$ cat config.mk
export PLATFORM = sky130hd
export DESIGN_NAME = gte_row_mem
export DESIGN_NICKNAME = d
export VERILOG_FILES = /design/src/rtl/core/gte_pkg.sv /design/src/rtl/core/gte_row_mem.sv
export SDC_FILE = /design/constraint.sdc
export NUM_CORES = 2
export LEC_CHECK = 0
export BUFFER_PORTS_ARGS = -buffer_cell sky130_fd_sc_hd__buf_2
export CAP_MARGIN = 5
export CELL_PAD_IN_SITES_DETAIL_PLACEMENT = 1
export CELL_PAD_IN_SITES_GLOBAL_PLACEMENT = 1
export CORE_UTILIZATION = 30
export DETAILED_ROUTE_END_ITERATION = 7
export MAX_ROUTING_LAYER = met4
export PLACE_DENSITY = 0.47
export SLEW_MARGIN = 20
export SYNTH_ARGS = -nofsm -noshare
export SYNTH_HDL_FRONTEND = slang
export SYNTH_SLANG_ARGS = --single-unit
$ cat constraint.sdc
create_clock -name clk -period 10 [get_ports clk]
set_clock_uncertainty 0.1 [all_clocks]
set_input_delay 1 -clock clk [delete_from_list [all_inputs] [get_ports clk]]
set_output_delay 1 -clock clk [all_outputs]
set_load 0.05 [all_outputs]
$ cat src/rtl/core/gte_pkg.sv
package gte_pkg;

  localparam int MAX_VERTICES = 64;
  localparam int VID_W        = 6;
  localparam int CNT_W        = 7;

  localparam logic [1:0] CMD_ADD    = 2'd0;
  localparam logic [1:0] CMD_DELETE = 2'd1;
  localparam logic [1:0] CMD_QUERY  = 2'd2;
  localparam logic [1:0] CMD_NEXT   = 2'd3;

  localparam logic [CNT_W-1:0] VCOUNT_RESET = 7'd64;

  typedef logic [MAX_VERTICES-1:0] row_t;

  typedef struct packed {
    logic             wr_en;
    logic [VID_W-1:0] wr_addr;
    row_t             wr_data;
    logic             rd_en;
    logic [VID_W-1:0] rd_addr;
  } row_req_t;

  typedef struct packed {
    logic             status;
    logic             edge_exists;
    logic             triangle_found;
    logic             enumeration_done;
    logic [VID_W-1:0] tri_first;
    logic [VID_W-1:0] tri_second;
    logic [VID_W-1:0] tri_third;
  } result_t;

endpackage

$ cat src/rtl/core/gte_row_mem.sv
module gte_row_mem (
  input  logic              clk,
  input  logic              rst_n,
  input  gte_pkg::row_req_t req,
  output gte_pkg::row_t     rd_data
);

  gte_pkg::row_t                      mem [gte_pkg::MAX_VERTICES];
  logic [gte_pkg::MAX_VERTICES-1:0]   row_vld_r;
  gte_pkg::row_t                      mem_q_r;
  logic                               vld_q_r;

  always_ff @(posedge clk) begin
    if (req.wr_en) begin
      mem[req.wr_addr] <= req.wr_data;
    end
    if (req.rd_en) begin
      mem_q_r <= mem[req.rd_addr];
    end
  end

  // a row never written reads as empty
  always_ff @(posedge clk) begin
    if (!rst_n) begin
      row_vld_r <= '0;
      vld_q_r   <= 1'b0;
    end else begin
      if (req.wr_en) begin
        row_vld_r[req.wr_addr] <= 1'b1;
      end
      if (req.rd_en) begin
        vld_q_r <= row_vld_r[req.rd_addr];
      end
    end
  end

  assign rd_data = vld_q_r ? mem_q_r : '0;

endmodule

# == After elaboration in Yosys (flattened, before gate mapping) ==
# Memories as Yosys holds them, arrays and structs flattened. A register that Yosys moved wholly into a read port is not among the register bits.
# Cells that the tools add are included.
# classes
n_addsub,0
n_mul,0
div_mod_pow,0
magnitude_cmp,3
n_eq_ne,0
shift,0
mux,7
bitwise,1
n_reduce_logical,1
# ops
op,n
64-bit two-way mux,1
64-bit bitwise OR,1
"6-bit by 7-bit less-than comparator with 1-bit output, second input constant",2
1-bit binary-select mux with 6-bit select,1
1-bit demux with 6-bit select,1
"6-bit by 1-bit greater-or-equal comparator with 1-bit output, second input constant",1
1-bit two-way mux,4
1-bit logical AND,1
# word_totals
register_bits,65
latchBits,0
mem_bits_rw,4096
rom_bits,0
input_bits,80
output_inout_bits,64
wordCells,15
mem_count,1
# mem_list
memory,words,width,read_ports,rd_clocked_by_memory_dff,write_ports,line,source
mem,64,64,1,1,1,gte_row_mem.sv:8,gte_pkg::row_t mem [gte_pkg::MAX_VERTICES];

# == Logic depth before layout (Yosys ltp) ==
# logic_depth
word_depth,5
mapped_depth,10
mapped_depth_nobuf,5

# == Worst setup path after synthesis ==
# Ideal clock, no wire load.
# synth_timing
kind,input-to-reg
startpoint,input port req[77] in the netlist's numbering
endpoint,memory mem[40][0] in the netlist's numbering (enable)
setup_ns,0.567
t_arrival_ns,5.880
t_required_ns,9.333
path_slack_ns,3.453
stages,3
path_buffers,0
path_cell_list,nor2b_1 nand3_1 nor3_1
# synth_between
elab_chain_len,2
# synth_rtl
item,line,source
start: declaration,gte_row_mem.sv:4,"input gte_pkg::row_req_t req,"
1-bit two-way mux,gte_row_mem.sv:14,if (req.wr_en) begin
1-bit two-way mux (not written as such),gte_row_mem.sv:15,mem[req.wr_addr] <= req.wr_data;
end: declaration,gte_row_mem.sv:8,
# Every way passes these cells.

# == Final worst setup path ==
# layout_timing
startpoint,register vld_q_r
endpoint,output port rd_data[45]
# layout_between
elab_chain_len,1
# layout_rtl
item,line,source
start: declaration,gte_row_mem.sv:11,logic vld_q_r;
start signal: assignment,gte_row_mem.sv:32,vld_q_r <= row_vld_r[req.rd_addr];
64-bit two-way mux,gte_row_mem.sv:37,assign rd_data = vld_q_r ? mem_q_r : '0;
end: declaration,gte_row_mem.sv:5,output gte_pkg::row_t rd_data
# Every way passes these cells.

==> results.md <==
* Status: finished clean
* Switching Fraction at 0.218
* First-pass GRT wire length at about 710 mm
* Max Cap Violations at 0
* Crit path max fanout at 40
* Slew at the pin closest to its max-slew limit at 1.30 ns
* Largest net degree at the start of global routing at 146
* Core area at 0.529 mm2
* Lkg Pwr at 56.4 nW
* Final min period at 4.37 ns
* Syn Area/Cell at 25.2 um2
* Vias per Instance at 5.28
* Setup TNS at 0 ns
* Die area at 0.535 mm2
* 1st-iter DRT viols at 8,964
* Ports at 144
* Grt total ovfl at 0
* Initial antenna violation count at 70
* DP Worst Slack at 4.68 ns
* Final slew viol count at 0
* CTS Buf Count at 457
* Crit end category: primary output
* Post-CTS setup buffer count at 0
* Worst path arrival time at 3.27 ns
* CTS tree: built
* Power density cells at 205 mW/mm2
* Drt first pass iters at 5
* Synthesized cell area at 0.160 mm2
* Cell row count at 267
* RSZ-0062 raised after global routing: no
* Min-Delay Path Depth at 1
* Int Power at 29.6 mW
* Max layer used: met4
* Reg power frac at 0.520
* # port buffers at 143
* Part of the power in the clock network at 0.435
* Die extent in y at 731 um
* Critical Path RT at 8.90 ns
* Most common cell after layout, fill and taps aside: edfxtp_1
* Final setup fails at 0
* Logic pwr share at 0.045
* Distinct cells, synth at 30
* Worst setup margin at 5.63 ns
* CTS max path bufs at 4
* Met1 Wirelength at 229 mm
* Worst IR Drop VDD at 0.167 mV
* Cts hold-fix bufs at 0
* Placer Congestion at 0.743
* Worst setup SP type: register
* WS Path Type: reg2out
* GRT Util Overall at 0.201
* Sink Count at 4,225
* Total number of vias at between 70,000 and 80,000
* Clk_lat worst skew at roughly 1.0 ns
* Total wire length at 526 mm
* Highest clock rate at ~230 MHz
* Die W at 731 um
* Initial Utilization at 0.302
* Number of fill cells at between 50,000 and 60,000
* Final Hold Vio Count at 0
* Final ANT Viol Nets at 0
* Syn Inst Count at 6,320
* Hold slack final at 0.313 ns
* Seq/Total Area, Yosys at 0.791
* Met2 WL post-DR at 256 mm
* Max-slew headroom at 0.132
* Vias in the first global route at slightly below 80,000
* DR WL met3 at between 30 and 40 mm
* Hold WC Path Type: in2reg
* Period utilisation layout at 0.437
* Synthesized Nets at 6,400
* CTS H-tree lvls at 5
* Total Nets Final at between 6,000 and 7,000
* Clock Pin Slew Worst Setup and Hold Paths at 0.06 ns
* Root Driver: clkbuf_16
* P&R area growth vs syn at 15.8%
* Wire per inst at 36.9 um
* DRC at 0
* Most frequent cells in the layout: 4,160 x edfxtp_1, 1,290 x mux4_2, 463 x clkbuf_16
* Final HPWL DP at 273 mm
* Seq cells post-synth at 4,225
* Layout cells sized above 1 at 0.327
* Switch Pwr at between 8 and 9 mW
* Syn. warnings at 0
* Post-CTS sizing at 0
* R2R cell count at 4
## synth_stat cells
library cell,count,area [um2]
a2111oi_0,6,52.6
a211oi_1,2,15.0
a22oi_1,131,983
a311oi_1,1,8.76
a31oi_1,1,6.26
a41oi_1,1,8.76
and2_1,65,407
buf_1,37,139
buf_2,109,546
buf_4,4,30.0
buf_6,3,33.8
clkbuf_1,188,706
dfxtp_1,65,1300
edfxtp_1,4160,125000
mux2_2,4,45.0
mux2i_1,2,20.0
mux4_2,1290,29100
nand2_1,72,270
nand2b_1,10,62.6
nand3_1,10,50.1
nand3b_1,1,7.51
nand4_1,3,18.8
nor2_1,64,240
nor2b_1,16,100
nor3_1,4,20.0
nor4_1,2,12.5
o21a_1,64,480
o21ai_0,2,10.0
o22ai_1,2,12.5
or3_1,1,6.26
## cell type report
cell class / instances / area (um2) / share of cell area
antenna: 40 / 100 / 0.000542
clock buffer: 579 / 12100 / 0.0652
clock inverter: 276 / 2350 / 0.0127
multi-input combinational: 1754 / 32400 / 0.175
sequential: 4225 / 126000 / 0.683
tap: 6994 / 8750 / 0.0473
timing repair buffer: 371 / 2960 / 0.0160
## routing by layer
metal,GRT usage,vias to the layer above
met5,-,-
met4,0.0390,0
met3,0.0263,620
met2,0.321,2317
met1,0.277,43500
li1,-,28700
## stage by stage
step | std cells | utilization | total power [mW] | instance area [um2]
2_1_floorplan | 6320 | - | 21.0 | 160000
5_1_grt | 14200 | 0.349 | 38.9 | 185000
4_1_cts | 14200 | 0.349 | 38.3 | 185000
3_3_place_gp | 13300 | 0.321 | 21.8 | 170000
6_report | 14200 | 0.349 | 37.9 | 185000
3_5_place_dp | 13300 | 0.321 | 21.8 | 170000
## power by group through the flow
stage	logic, mW	registers (mW)	clock network, mW
after floorplan	0.984	20.0	0
after detailed placement	1.72	20.1	0
after global routing	1.80	19.7	17.5
after global placement	1.69	20.1	0
final	1.69	19.7	16.5
after CTS	1.72	19.7	16.8
## state kept, by name, indices dropped and copies added (netlist names)
signal and cells:
row_vld_r 64, vld_q_r 1, mem_q_r 64, mem 4096
## path summary, 6_finish.rpt
path	end	from	slack, ns
max	rd_data[45]	vld_q_r$_SDFFE_PN0P_	5.63
min	mem[16][60]$_DFFE_PP_	req[67]	0.31
max reg2reg	mem_q_r[54]$_DFFE_PP_	mem[21][54]$_DFFE_PP_	7.29
min reg2reg	row_vld_r[34]$_SDFFE_PN0P_	row_vld_r[34]$_SDFFE_PN0P_	0.36
## cell families (layout without fill, tap and decap cells)
logic type,after synthesis,in the layout,synth area share
muxes,1296,1296,0.182
buffers and inverters,341,1226,0.00911
AOI/OAI and AO/OA,210,210,0.00989
and+or+nand+nor,248,248,0.00749
DFF,4225,4225,0.791
other,0,40,0
## critical path: stages, from the launching register on
cell and delay [ns]:
dfxtp_4 0.49, buf_4 0.64, and2_1 0.61, buf_2 0.38
Power figures use the tool's default switching activity.
